--- src/hw/rtl/lbjd_pkg.sv ---
`timescale 1ns / 1ps
// shared types, codes and defaults for the longest backlog job dispatcher
package lbjd_pkg;

    localparam int NUM_QUEUES_DEF   = 4;
    localparam int QUEUE_DEPTH_DEF  = 16;
    localparam int WORKER_LIMIT_DEF = 16;

    localparam int TAG_W   = 16;
    localparam int CFG_W   = 5;
    localparam int CAP_NUM = 4;
    localparam int RUN_W   = 5;

    localparam logic [CFG_W-1:0] WORKER_COUNT_RESET = 5'd4;
    localparam logic [CFG_W-1:0] BACKLOG_RESET      = 5'd16;
    localparam logic [CFG_W-1:0] CAP_RESET          = 5'd16;

    typedef enum logic [1:0] {
        OP_ADD    = 2'd0,
        OP_FINISH = 2'd1,
        OP_TICK   = 2'd2
    } opcode_t;

    typedef enum logic [1:0] {
        STAT_OK        = 2'd0,
        STAT_REJECT    = 2'd1,
        STAT_UNDERFLOW = 2'd2
    } status_t;

    typedef enum logic [2:0] {
        REG_WORKER_COUNT = 3'd0,
        REG_BACKLOG      = 3'd1,
        REG_CAP0         = 3'd2,
        REG_CAP1         = 3'd3,
        REG_CAP2         = 3'd4,
        REG_CAP3         = 3'd5
    } reg_idx_t;

    typedef enum logic [1:0] {
        ST_IDLE,
        ST_PICK,
        ST_LOAD
    } state_t;

endpackage

--- src/hw/rtl/longest_backlog_job_dispatcher.sv ---
`timescale 1ns / 1ps
// longest backlog job dispatcher: per-queue tag fifos in one memory, longest-queue-first pick
//
// items enter on in_valid/in_ready (opcode, queue_id, job_tag); one result item per input
// item leaves on out_valid/out_ready. configuration goes through the apb port, register i
// at byte address 4*i; it is to be written only while the block is idle, which the block does not enforce.
// each item passes an accept, a pick and a load step: the accept step applies the add or
// finish to the per-queue counters and writes the tag memory, the pick step selects the
// queue and, on a dispatch, issues the memory read of its head tag, the load step moves
// the registered read data into the output register. the block takes a new item only once
// the last one has left the load step.
// the output register holds a finished result while the receiver stalls; the block keeps
// accepting and working on the next item and holds it in the load step until the output
// register is free.
// reset clears all counters and fifo heads, loads the idle pool with the reset worker
// count and sets the registers to their reset values; the tag memory is not cleared.
module longest_backlog_job_dispatcher
    import lbjd_pkg::*;
#(
    parameter int NUM_QUEUES   = NUM_QUEUES_DEF,
    parameter int QUEUE_DEPTH  = QUEUE_DEPTH_DEF,
    parameter int WORKER_LIMIT = WORKER_LIMIT_DEF
)
(
    input  logic              clk,
    input  logic              rst_n,

    input  logic              in_valid,
    output logic              in_ready,
    input  logic [1:0]        opcode,
    input  logic [1:0]        queue_id,
    input  logic [TAG_W-1:0]  job_tag,

    output logic              out_valid,
    input  logic              out_ready,
    output logic [1:0]        status,
    output logic              dispatch_valid,
    output logic [1:0]        dispatch_queue,
    output logic [TAG_W-1:0]  dispatch_tag,
    output logic [6:0]        pending_total,
    output logic [4:0]        idle_workers,

    input  logic              psel,
    input  logic              penable,
    input  logic              pwrite,
    input  logic [4:0]        paddr,
    input  logic [31:0]       pwdata,
    output logic [31:0]       prdata,
    output logic              pready
);

    localparam int QIW   = (NUM_QUEUES > 1) ? $clog2(NUM_QUEUES) : 1;
    localparam int HW    = $clog2(QUEUE_DEPTH);
    localparam int PW    = $clog2(QUEUE_DEPTH + 1);
    localparam int IW    = $clog2(WORKER_LIMIT + 1);
    localparam int DEPTH = NUM_QUEUES * QUEUE_DEPTH;
    localparam int AW    = $clog2(DEPTH);
    localparam int TW    = $clog2(DEPTH + 1);
    localparam int RTW   = $clog2(NUM_QUEUES * 31 + 1);
    localparam int TP    = (NUM_QUEUES > 1) ? (2 ** $clog2(NUM_QUEUES)) : 1;
    localparam int NODES = 2 * TP - 1;
    localparam int IDLE_RESET_I = (32'(WORKER_COUNT_RESET) > WORKER_LIMIT) ?
                                  WORKER_LIMIT : 32'(WORKER_COUNT_RESET);
    localparam logic [IW-1:0] IDLE_RESET = IW'(IDLE_RESET_I);

    // configuration registers
    logic [CFG_W-1:0] worker_count_reg;
    logic [CFG_W-1:0] backlog_reg;
    logic [CFG_W-1:0] cap_reg [CAP_NUM];

    // per-queue counters
    logic [HW-1:0]    head_reg  [NUM_QUEUES];
    logic [HW-1:0]    head_next [NUM_QUEUES];
    logic [PW-1:0]    pend_reg  [NUM_QUEUES];
    logic [PW-1:0]    pend_next [NUM_QUEUES];
    logic [RUN_W-1:0] run_reg   [NUM_QUEUES];
    logic [RUN_W-1:0] run_next  [NUM_QUEUES];
    logic [IW-1:0]    idle_reg, idle_next;
    logic [TW-1:0]    total_reg, total_next;
    logic [RTW-1:0]   run_total_reg, run_total_next;

    state_t state_reg, state_next;

    // per-item registers
    logic [1:0]       stat_reg, stat_next;
    logic             dv_reg, dv_next;
    logic [QIW-1:0]   dq_reg, dq_next;

    // output register
    logic             out_valid_reg, out_valid_next;
    logic [1:0]       out_status_reg;
    logic             out_dv_reg;
    logic [1:0]       out_dq_reg;
    logic [TAG_W-1:0] out_tag_reg;
    logic [6:0]       out_total_reg;
    logic [4:0]       out_idle_reg;

    // tag memory
    logic [TAG_W-1:0] job_mem [DEPTH];
    logic [TAG_W-1:0] rd_data_reg;
    logic             mem_we;
    logic [AW-1:0]    mem_waddr;
    logic [AW-1:0]    mem_raddr;

    logic             in_fire, pick_en, load_en, disp_go;
    logic             cfg_we;
    logic [2:0]       cfg_idx;
    logic             q_ok;
    logic [QIW-1:0]   qi;

    // pick tree
    logic             node_ok  [NODES];
    logic [PW-1:0]    node_cnt [NODES];
    logic [QIW-1:0]   node_idx [NODES];
    logic             best_ok;
    logic [QIW-1:0]   best_idx;

    function automatic logic [AW-1:0] slot_addr(input logic [QIW-1:0] q,
                                                input logic [HW-1:0] head,
                                                input logic [PW-1:0] off);
        int sum;
        sum = 32'(head) + 32'(off);
        if (sum >= QUEUE_DEPTH)
        begin
            sum = sum - QUEUE_DEPTH;
        end
        return AW'(32'(q) * QUEUE_DEPTH + sum);
    endfunction

    function automatic logic [CFG_W-1:0] cap_of(input int q);
        return cap_reg[(q > CAP_NUM - 1) ? CAP_NUM - 1 : q];
    endfunction

    assign cfg_we  = psel && penable && pwrite && pready;
    assign cfg_idx = paddr[4:2];
    assign pready  = 1'b1;

    assign q_ok = 32'(queue_id) < NUM_QUEUES;
    assign qi   = QIW'(queue_id);

    // fsm control outputs
    always_comb
    begin
        in_ready = (state_reg == ST_IDLE);
        pick_en  = (state_reg == ST_PICK);
        load_en  = (state_reg == ST_LOAD) && (!out_valid_reg || out_ready);
    end

    assign in_fire = in_valid && in_ready;

    // fsm next state
    always_comb
    begin
        state_next = state_reg;
        case (state_reg)
            ST_IDLE:
            begin
                if (in_fire)
                begin
                    state_next = ST_PICK;
                end
            end
            ST_PICK:
            begin
                state_next = ST_LOAD;
            end
            ST_LOAD:
            begin
                if (load_en)
                begin
                    state_next = ST_IDLE;
                end
            end
            default:
            begin
                state_next = ST_IDLE;
            end
        endcase
    end

    // longest eligible queue, ties toward the lower queue number
    always_comb
    begin
        for (int i = 0; i < TP; i++)
        begin
            if (i < NUM_QUEUES)
            begin
                node_ok[TP-1+i]  = (pend_reg[i] != '0) && (run_reg[i] < cap_of(i));
                node_cnt[TP-1+i] = pend_reg[i];
            end
            else
            begin
                node_ok[TP-1+i]  = 1'b0;
                node_cnt[TP-1+i] = '0;
            end
            node_idx[TP-1+i] = QIW'(i);
        end
        for (int n = TP - 2; n >= 0; n--)
        begin
            if (node_ok[2*n+1] && (!node_ok[2*n+2] || node_cnt[2*n+1] >= node_cnt[2*n+2]))
            begin
                node_ok[n]  = node_ok[2*n+1];
                node_cnt[n] = node_cnt[2*n+1];
                node_idx[n] = node_idx[2*n+1];
            end
            else
            begin
                node_ok[n]  = node_ok[2*n+2];
                node_cnt[n] = node_cnt[2*n+2];
                node_idx[n] = node_idx[2*n+2];
            end
        end
        best_ok  = node_ok[0];
        best_idx = node_idx[0];
    end

    assign disp_go   = pick_en && (idle_reg != '0) && best_ok;
    assign mem_raddr = slot_addr(best_idx, head_reg[best_idx], '0);

    // counter updates: the event at accept, the dispatch in the pick step
    always_comb
    begin
        logic [IW:0] pool;
        head_next      = head_reg;
        pend_next      = pend_reg;
        run_next       = run_reg;
        idle_next      = idle_reg;
        total_next     = total_reg;
        run_total_next = run_total_reg;
        stat_next      = stat_reg;
        dv_next        = dv_reg;
        dq_next        = dq_reg;
        mem_we         = 1'b0;
        mem_waddr      = slot_addr(qi, head_reg[qi], pend_reg[qi]);
        pool           = '0;

        if (in_fire)
        begin
            stat_next = STAT_OK;
            case (opcode)
                OP_ADD:
                begin
                    if (!q_ok || 32'(pend_reg[qi]) >= QUEUE_DEPTH ||
                        (queue_id == '0 && 32'(pend_reg[0]) >= 32'(backlog_reg)))
                    begin
                        stat_next = STAT_REJECT;
                    end
                    else
                    begin
                        mem_we         = 1'b1;
                        pend_next[qi]  = pend_reg[qi] + 1'b1;
                        total_next     = total_reg + 1'b1;
                    end
                end
                OP_FINISH:
                begin
                    if (!q_ok || run_reg[qi] == '0)
                    begin
                        stat_next = STAT_UNDERFLOW;
                    end
                    else
                    begin
                        run_next[qi]   = run_reg[qi] - 1'b1;
                        run_total_next = run_total_reg - 1'b1;
                        if (32'(idle_reg) < WORKER_LIMIT)
                        begin
                            idle_next = idle_reg + 1'b1;
                        end
                    end
                end
                default:
                begin
                    stat_next = STAT_OK;
                end
            endcase
        end

        if (pick_en)
        begin
            dv_next = disp_go;
            dq_next = disp_go ? best_idx : '0;
            if (disp_go)
            begin
                head_next[best_idx] = (32'(head_reg[best_idx]) == QUEUE_DEPTH - 1) ?
                                      '0 : head_reg[best_idx] + 1'b1;
                pend_next[best_idx] = pend_reg[best_idx] - 1'b1;
                run_next[best_idx]  = run_reg[best_idx] + 1'b1;
                idle_next           = idle_reg - 1'b1;
                total_next          = total_reg - 1'b1;
                run_total_next      = run_total_reg + 1'b1;
            end
        end

        // pool resize: free workers are the pool minus the running jobs
        if (cfg_we && cfg_idx == REG_WORKER_COUNT)
        begin
            pool = (32'(pwdata[CFG_W-1:0]) > WORKER_LIMIT) ? (IW+1)'(WORKER_LIMIT) :
                   (IW+1)'(pwdata[CFG_W-1:0]);
            idle_next = (32'(pool) > 32'(run_total_reg)) ?
                        IW'(32'(pool) - 32'(run_total_reg)) : '0;
        end
    end

    always_comb
    begin
        out_valid_next = out_valid_reg;
        if (load_en)
        begin
            out_valid_next = 1'b1;
        end
        else if (out_ready)
        begin
            out_valid_next = 1'b0;
        end
    end

    always_ff @(posedge clk or negedge rst_n)
    begin
        if (!rst_n)
        begin
            state_reg     <= ST_IDLE;
            out_valid_reg <= 1'b0;
            idle_reg      <= IDLE_RESET;
            total_reg     <= '0;
            run_total_reg <= '0;
            stat_reg      <= STAT_OK;
            dv_reg        <= 1'b0;
            dq_reg        <= '0;
            for (int i = 0; i < NUM_QUEUES; i++)
            begin
                head_reg[i] <= '0;
                pend_reg[i] <= '0;
                run_reg[i]  <= '0;
            end
        end
        else
        begin
            state_reg     <= state_next;
            out_valid_reg <= out_valid_next;
            idle_reg      <= idle_next;
            total_reg     <= total_next;
            run_total_reg <= run_total_next;
            stat_reg      <= stat_next;
            dv_reg        <= dv_next;
            dq_reg        <= dq_next;
            head_reg      <= head_next;
            pend_reg      <= pend_next;
            run_reg       <= run_next;
        end
    end

    // configuration registers
    always_ff @(posedge clk or negedge rst_n)
    begin
        if (!rst_n)
        begin
            worker_count_reg <= WORKER_COUNT_RESET;
            backlog_reg      <= BACKLOG_RESET;
            for (int i = 0; i < CAP_NUM; i++)
            begin
                cap_reg[i] <= CAP_RESET;
            end
        end
        else if (cfg_we)
        begin
            case (cfg_idx)
                REG_WORKER_COUNT: worker_count_reg <= pwdata[CFG_W-1:0];
                REG_BACKLOG:      backlog_reg      <= pwdata[CFG_W-1:0];
                REG_CAP0:         cap_reg[0]       <= pwdata[CFG_W-1:0];
                REG_CAP1:         cap_reg[1]       <= pwdata[CFG_W-1:0];
                REG_CAP2:         cap_reg[2]       <= pwdata[CFG_W-1:0];
                REG_CAP3:         cap_reg[3]       <= pwdata[CFG_W-1:0];
                default:          ;
            endcase
        end
    end

    always_comb
    begin
        case (cfg_idx)
            REG_WORKER_COUNT: prdata = 32'(worker_count_reg);
            REG_BACKLOG:      prdata = 32'(backlog_reg);
            REG_CAP0:         prdata = 32'(cap_reg[0]);
            REG_CAP1:         prdata = 32'(cap_reg[1]);
            REG_CAP2:         prdata = 32'(cap_reg[2]);
            REG_CAP3:         prdata = 32'(cap_reg[3]);
            default:          prdata = '0;
        endcase
    end

    // tag memory: one write port at accept, one registered read port at pick
    always_ff @(posedge clk)
    begin
        if (mem_we)
        begin
            job_mem[mem_waddr] <= job_tag;
        end
        if (disp_go)
        begin
            rd_data_reg <= job_mem[mem_raddr];
        end
    end

    // output payload
    always_ff @(posedge clk)
    begin
        if (load_en)
        begin
            out_status_reg <= stat_reg;
            out_dv_reg     <= dv_reg;
            out_dq_reg     <= 2'(dq_reg);
            out_tag_reg    <= dv_reg ? rd_data_reg : '0;
            out_total_reg  <= 7'(total_reg);
            out_idle_reg   <= 5'(idle_reg);
        end
    end

    assign out_valid      = out_valid_reg;
    assign status         = out_status_reg;
    assign dispatch_valid = out_dv_reg;
    assign dispatch_queue = out_dq_reg;
    assign dispatch_tag   = out_tag_reg;
    assign pending_total  = out_total_reg;
    assign idle_workers   = out_idle_reg;

    // an accepted item always moves on to the pick step
    a_accept_to_pick: assert property (@(posedge clk) disable iff (!rst_n)
        in_fire |=> state_reg == ST_PICK)
        else $error("accepted item did not enter pick step");

    // a dispatch uses up one idle worker
    a_dispatch_takes_worker: assert property (@(posedge clk) disable iff (!rst_n)
        disp_go |=> idle_reg < $past(idle_reg))
        else $error("dispatch did not take a worker");

    // a result without a dispatch carries no queue and no tag
    a_no_dispatch_zero: assert property (@(posedge clk) disable iff (!rst_n)
        (out_valid && !dispatch_valid) |-> (dispatch_tag == '0 && dispatch_queue == '0))
        else $error("empty dispatch carries data");

    // the pick step never leaves the input open
    a_pick_closed: assert property (@(posedge clk) disable iff (!rst_n)
        $past(in_fire) |-> !in_ready)
        else $error("input open during pick step");

endmodule

--- config.mk ---
export PLATFORM = sky130hd
export DESIGN_NAME = longest_backlog_job_dispatcher
export DESIGN_NICKNAME = d
export VERILOG_FILES = /design/src/hw/rtl/lbjd_pkg.sv /design/src/hw/rtl/longest_backlog_job_dispatcher.sv
export SDC_FILE = /design/constraint.sdc
export NUM_CORES = 2
export LEC_CHECK = 0
export ABC_AREA = 1
export BUFFER_PORTS_ARGS = -buffer_cell sky130_fd_sc_hd__buf_2
export CAP_MARGIN = 20
export CORE_MARGIN = 2
export CORE_UTILIZATION = 65
export DETAILED_ROUTE_END_ITERATION = 16
export PLACE_DENSITY = 0.82
export SLEW_MARGIN = 30
export SYNTH_ARGS = -nofsm -noshare
export SYNTH_HDL_FRONTEND = slang
export SYNTH_SLANG_ARGS = --single-unit
--- constraint.sdc ---
create_clock -name clk -period 6.65 [get_ports clk]
set_clock_uncertainty 0.2 [all_clocks]
set_input_delay 0.665 -clock clk [delete_from_list [all_inputs] [get_ports clk]]
set_output_delay 0.665 -clock clk [all_outputs]
set_load 0.01 [all_outputs]
# [Yosys cells after proc, flatten, opt, wreduce, memory -nomap -nowiden]
# Memories as Yosys holds them, arrays and structs flattened. A register that Yosys moved wholly into a read port is not among the register bits.
# Cells that the tools add are included.
# W data, S select, Z words.
[totals] ff_bits=146 mem_bits_rw=1024 elab_cells=210 memories=1
[op_classes] addsub=17 order_cmp=18 n_eq_ne=11 n_mux=84 bitwise_logic=2 reduce_logical=45
[memory_table] name="job_mem" depth=64 width=16 rd=1 rd_ports_with_merged_regs=1 write_ports=1 line_no="longest_backlog_job_dispatcher.sv:99" text="logic [TAG_W-1:0] job_mem [DEPTH];"
[op_table] op="$mux W20" n=10
[op_table] op="$mux W5" n=21
[op_table] op="$bwmux W20" n=4
[op_table] op="$mux W7" n=10
[op_table] op="$bmux W5 S2" n=4
[op_table] op="$pmux W5 S6" n=1
[op_table] op="$reduce_bool A5 Y1" n=5
[op_table] op="$mux W4" n=6
[op_table] op="$demux W5 S2" n=2
[op_table] op="$ge A5 B5 Y1" n=4
[op_table] op="$lt A5 B5 Y1" n=4
[op_table] op="$logic_and A1 B1 Y1" n=17
[op_table] op="$bmux W4 S2" n=2
[op_table] op="$bwmux W16" n=1
[op_table] op="$reduce_and A2 Y1" n=8
[op_table] op="$add A5 B1 Y5 const B" n=3
[op_table] op="$sub A5 B1 Y5 const B" n=3
[op_table] op="$add A7 B1 Y7 const B" n=2
[op_table] op="$sub A7 B1 Y7 const B" n=2
[op_table] op="$mux W1" n=13
[op_table] op="$add A6 B6 Y6" n=2
[op_table] op="$mux W6" n=2
[op_table] op="$mux W2" n=5
[op_table] op="$demux W4 S2" n=1
[op_table] op="30 further kinds" n=45

# [Logic depth before layout (Yosys ltp)]
[logic_depth] ltp_word=18 mapped_depth=35

# [Worst setup path after synthesis]
# Ideal clock, no wire load.
[synth_path] path_type="input -> register" startpoint="input queue_id[0]" endpoint="memory job_mem[32][0], enable pin" setup_ns=0.388 arrival_time_ns=4.015 setup_slack_ns=2.046 cell_stages=15 path_cell_list="nor2_1 clkbuf_1 a221oi_1 ha_1 fa_1 a31oi_1 nor2_1 ha_1 xor2_1 or2_2 nand2_1 inv_1 nor2_1 nand2_1 nor2_1"
[synth_between] elab_chain_len=11
[synth_rtl] element="from (decl)" line_no="longest_backlog_job_dispatcher.sv:31" text="input logic [1:0] queue_id,"
[synth_rtl] element="branches (longest 11 deep; another with $add A4 B5 Y6)"
[synth_rtl] element="to (decl)" line_no="longest_backlog_job_dispatcher.sv:99"
# Several ways; the timed one is not identified. The select of a mux whose other input is x is not followed.

# [Worst setup path in the final report]
[layout_path] startpoint="register cap_reg[14] (netlist bit)" endpoint="register rd_data_reg[4] (read register of job_mem) (data pin)"
[layout_between] elab_chain_len=17
[layout_rtl] element="from (decl)" line_no="longest_backlog_job_dispatcher.sv:69" text="logic [CFG_W-1:0] cap_reg [CAP_NUM];"
[layout_rtl] element="$lt A5 B5 Y1 (*)" line_no="longest_backlog_job_dispatcher.sv:188" text="node_ok[TP-1+i] = (pend_reg[i] != '0) && (run_reg[i] < cap_of(i));"
[layout_rtl] element="$logic_and A1 B1 Y1 (*)" line_no="longest_backlog_job_dispatcher.sv:188"
[layout_rtl] element="$logic_not A1 Y1" line_no="longest_backlog_job_dispatcher.sv:200" text="if (node_ok[2*n+1] && (!node_ok[2*n+2] || node_cnt[2*n+1] >= node_cnt[2*n+2]))"
[layout_rtl] element="$logic_or A1 B1 Y1" line_no="longest_backlog_job_dispatcher.sv:200"
[layout_rtl] element="$logic_and A1 B1 Y1" line_no="longest_backlog_job_dispatcher.sv:200"
[layout_rtl] element="$mux W5" line_no="longest_backlog_job_dispatcher.sv:200"
[layout_rtl] element="$ge A5 B5 Y1" line_no="longest_backlog_job_dispatcher.sv:200"
[layout_rtl] element="$logic_or A1 B1 Y1" line_no="longest_backlog_job_dispatcher.sv:200"
[layout_rtl] element="$logic_and A1 B1 Y1" line_no="longest_backlog_job_dispatcher.sv:200"
[layout_rtl] element="$mux W2" line_no="longest_backlog_job_dispatcher.sv:200"
[layout_rtl] element="$not A2 Y3 (implied by the code)" line_no="longest_backlog_job_dispatcher.sv:218" text="assign mem_raddr = slot_addr(best_idx, head_reg[best_idx], '0);"
[layout_rtl] element="$bmux W4 S2" line_no="longest_backlog_job_dispatcher.sv:218"
[layout_rtl] element="$mux W4 (implied by the code) (2 in a row)" line_no="longest_backlog_job_dispatcher.sv:218"
[layout_rtl] element="$sub A4 B5 Y6 or $ge A4 B5 Y1 (tied branches)" line_no="longest_backlog_job_dispatcher.sv:125, longest_backlog_job_dispatcher.sv:123"
[layout_rtl] element="$mux W6" line_no="longest_backlog_job_dispatcher.sv:123" text="if (sum >= QUEUE_DEPTH)"
[layout_rtl] element="$add A6 B6 Y6" line_no="longest_backlog_job_dispatcher.sv:127" text="return AW'(32'(q) * QUEUE_DEPTH + sum);"
[layout_rtl] element="to (decl)" line_no="longest_backlog_job_dispatcher.sv:100" text="logic [TAG_W-1:0] rd_data_reg;"
# Mark *: on every way between the ends. The rest lies on a longest branch, timed or not. The select of a mux whose other input is x is not followed.
# A chain may end at the register's enable or synchronous reset.

==> results.yml <==
clock_network:
  cts_tree: "done"
  insertion_delay_ns: 0.70
  cts_setup_buffers: 0
  root_buffer: "clkbuf_16"
  clkSlewWorstSetupHoldPaths_ns: 0.06
  cts-resized-gates: 0
  cts_sinks: 1186
  cts_hold_buf: 1
  htreeDepth: 3
  cts_inserted_buffers: 118
  clock_path_buffers: 3
setup_path:
  arrival_ns: 6.23
  cp_slowest_cell: "dfstp_2"
  crit_required_ns: 6.86
  start_kind: "flop"
  cp_max_fo: 59
  crit_type: "flop to flop"
  cp_common_cell: "nand2_1"
  end_kind: "flop"
  cp_slowest_stage_delay_ns: 0.55
die:
  core-area_um2: 83800
  die_y_um: 295
  rows: 106
  die_x_um: 295
  io_pins: 132
  die_area_um2: 87200
  start_util_pct: 65.8
yosys:
  ys_seq_area_share_pct: 63.5
  async_flop_share_pct: 9.53
  synth_ff_type: "edfxtp_1"
  yosys_warnings: 0
  avgSynthCellArea_um2: 10.4
  ys_types: 52
  synth_edf_count: 1073
  syn-cell-area_um2: 55200
  yosys_register_bits: 1186
  syn_inst: 5314
route:
  route.detailed.drc: 0
  viasPerCell: 6.02
  drt-pass1-iter-count: 6
  drtIter0Drc: 5756
  vias: 39915
  wl_per_cell_um: 22.1
  postRouteAntennaNets: 0
  routed_wl_um: 146000
global_route:
  grt_pass1_vias: 38183
  antenna_found_initial: 0
  grt_overflow: 0
  grt_pass1_wl_um: 221000
  track_usage_pct: 33.5
  grt_max_degree: 129
cells_and_area:
  fin_cells: 6626
  nFillCells: 5433
  largest_register: "job_mem"
  largest_reg_flops: 1024
  multi_input_area_um2: 15500
  final_layout_size_suffix_gt1_share_pct: 8.43
  seq_area_um2: 35100
  final_nets: 5511
  syn2layout_area_growth_pct: 10.8
sta:
  rsz0062_at_grt: "false"
  hold_viol: 0
  hold_ws_ns: 0.0513
  fin_crit_sh_pct: 90.6
  finalCriticalPeriod_ns: 6.02
  fmaxAchievable_mhz: 166
  finalWorstSetupSlack_ns: 0.628
  fin_tns_setup_ns: 0
  worst_pin_slew_ns: 0.985
  setup_violations: 0
  slew_violations: 0
  relSlewSlack_pct: 34.2
placement:
  placed_cells: 6400
  dpl_worst_slack_ns: 0.518
  gp_congestion: 0.951
  hpwl_um: 84300
  io_buffers: 74
run_status:
  status: "finished, final reports clean"
hold_path:
  min_path_type: "input port to flop"
flow_run:
  maxCapViolCount: 0
[area by class of cell]
cell class / count / share of cell area (%)
flip-flops and latches: 1186 / 57.4
well taps: 1134 / 2.32
repair buffers: 249 / 3.56
inverters: 842 / 5.18
multi-input cells: 2991 / 25.4
clock inverters: 69 / 1.05
clock buffers: 154 / 5.16
diodes: 1 / 0.00410
[cell usage after synthesis (all sizes together), types with 7 or more instances]
| library cell | instances | area, um2 |
|---|---|---|
| a21oi | 49 | 249 |
| a22oi | 15 | 113 |
| buf | 207 | 1180 |
| clkbuf | 114 | 428 |
| dfrtp | 106 | 2650 |
| dfstp | 7 | 184 |
| edfxtp | 1073 | 32200 |
| ha | 57 | 713 |
| inv | 842 | 3160 |
| nand2 | 965 | 3690 |
| nand3 | 1043 | 5230 |
| nand3b | 402 | 3020 |
| nand4 | 14 | 100 |
| nor2 | 164 | 643 |
| nor3 | 15 | 75.1 |
| o211ai | 10 | 75.1 |
| o21ai | 141 | 709 |
| o221ai | 11 | 96.3 |
| o22ai | 16 | 100 |
| xor2 | 24 | 210 |
[logic make-up after synthesis]
kind of cell	synth area share [%]
fa+ha+maj	1.37
buf+inv	8.65
xor+xnor	0.460
other cells	0.0136
simple gates	23.1
flops	63.5
compound gates	2.83
[layout by cell type, fill, tap and decap left out, types with 3 or more instances in the layout]
master and n:
inv_1 829, a21oi_1 48, edfxtp_1 1073, clkinvlp_4 6
o22ai_1 16, xnor2_1 5, nand3_1 1041, o221ai_1 11
buf_12 37, a221oi_1 6, clkinv_2 23, xor2_1 24
bufinv_16 10, nor2_4 5, nand2_4 5, conb_1 28
o21a_1 5, nand2_2 4, ha_1 57, nor3_1 15
buf_2 73, inv_2 12, nor2_1 156, clkbuf_16 121
nand3b_1 401, clkbuf_1 33, nor2_2 3, buf_4 136
clkinv_1 24, nand2_1 955, nand4_1 12, o21ai_0 131
o211ai_1 10, a31oi_1 6, dfstp_2 7, dfrtp_1 106
a22oi_1 15, o21ai_1 9
[through the flow]
stage          cell area (um2)  utilization (%)
2_1_floorplan            55300                -
3_3_place_gp             57300             68.3
3_5_place_dp             57300             68.3
4_1_cts                  61100             72.9
5_1_grt                  61100             72.9
6_report                 61100             72.9
[worst paths after layout]
| check | slack [ns] | to | depth (start not counted) | startpoint |
|---|---|---|---|---|
| worst max-delay path | 0.63 | rd_data_reg[4] | 29 | cap_reg[14] |
| worst min-delay path | 0.05 | cap_reg[2] | 3 | pwdata[2] |
| worst max register to register | 0.63 | rd_data_reg[4] | 29 | cap_reg[14] |
| worst min register to register | 0.26 | status[0] | 0 | stat_reg[0] |
| max in group asynchronous | 4.81 | head_reg[7] | 3 | rst_n |
| min in group asynchronous | 0.32 | run_total_reg[3] | 2 | rst_n |
[critical path: cells and delay by family, from the launching register on]
| family | cells | cell delay [ns] |
|---|---|---|
| and+or+nand+nor | 19 | 2.86 |
| buffers and inverters | 5 | 0.85 |
| adders and majority gates | 2 | 0.59 |
| AOI/OAI and AO/OA | 3 | 0.58 |
| DFF | 1 | 0.55 |
[per-layer routing]
layer  GRT usage [%]  up-vias  share of wire [%]
li1                -    18075                  -
met1            46.2    18926                 37
met2            52.3     2509                 46
met3            6.22      405                 12
met4            15.7        0                4.6
met5               0        -                  0
Power is not shown: default switching activity piles up to over one toggle a cycle in this logic, so the estimate is an artifact.
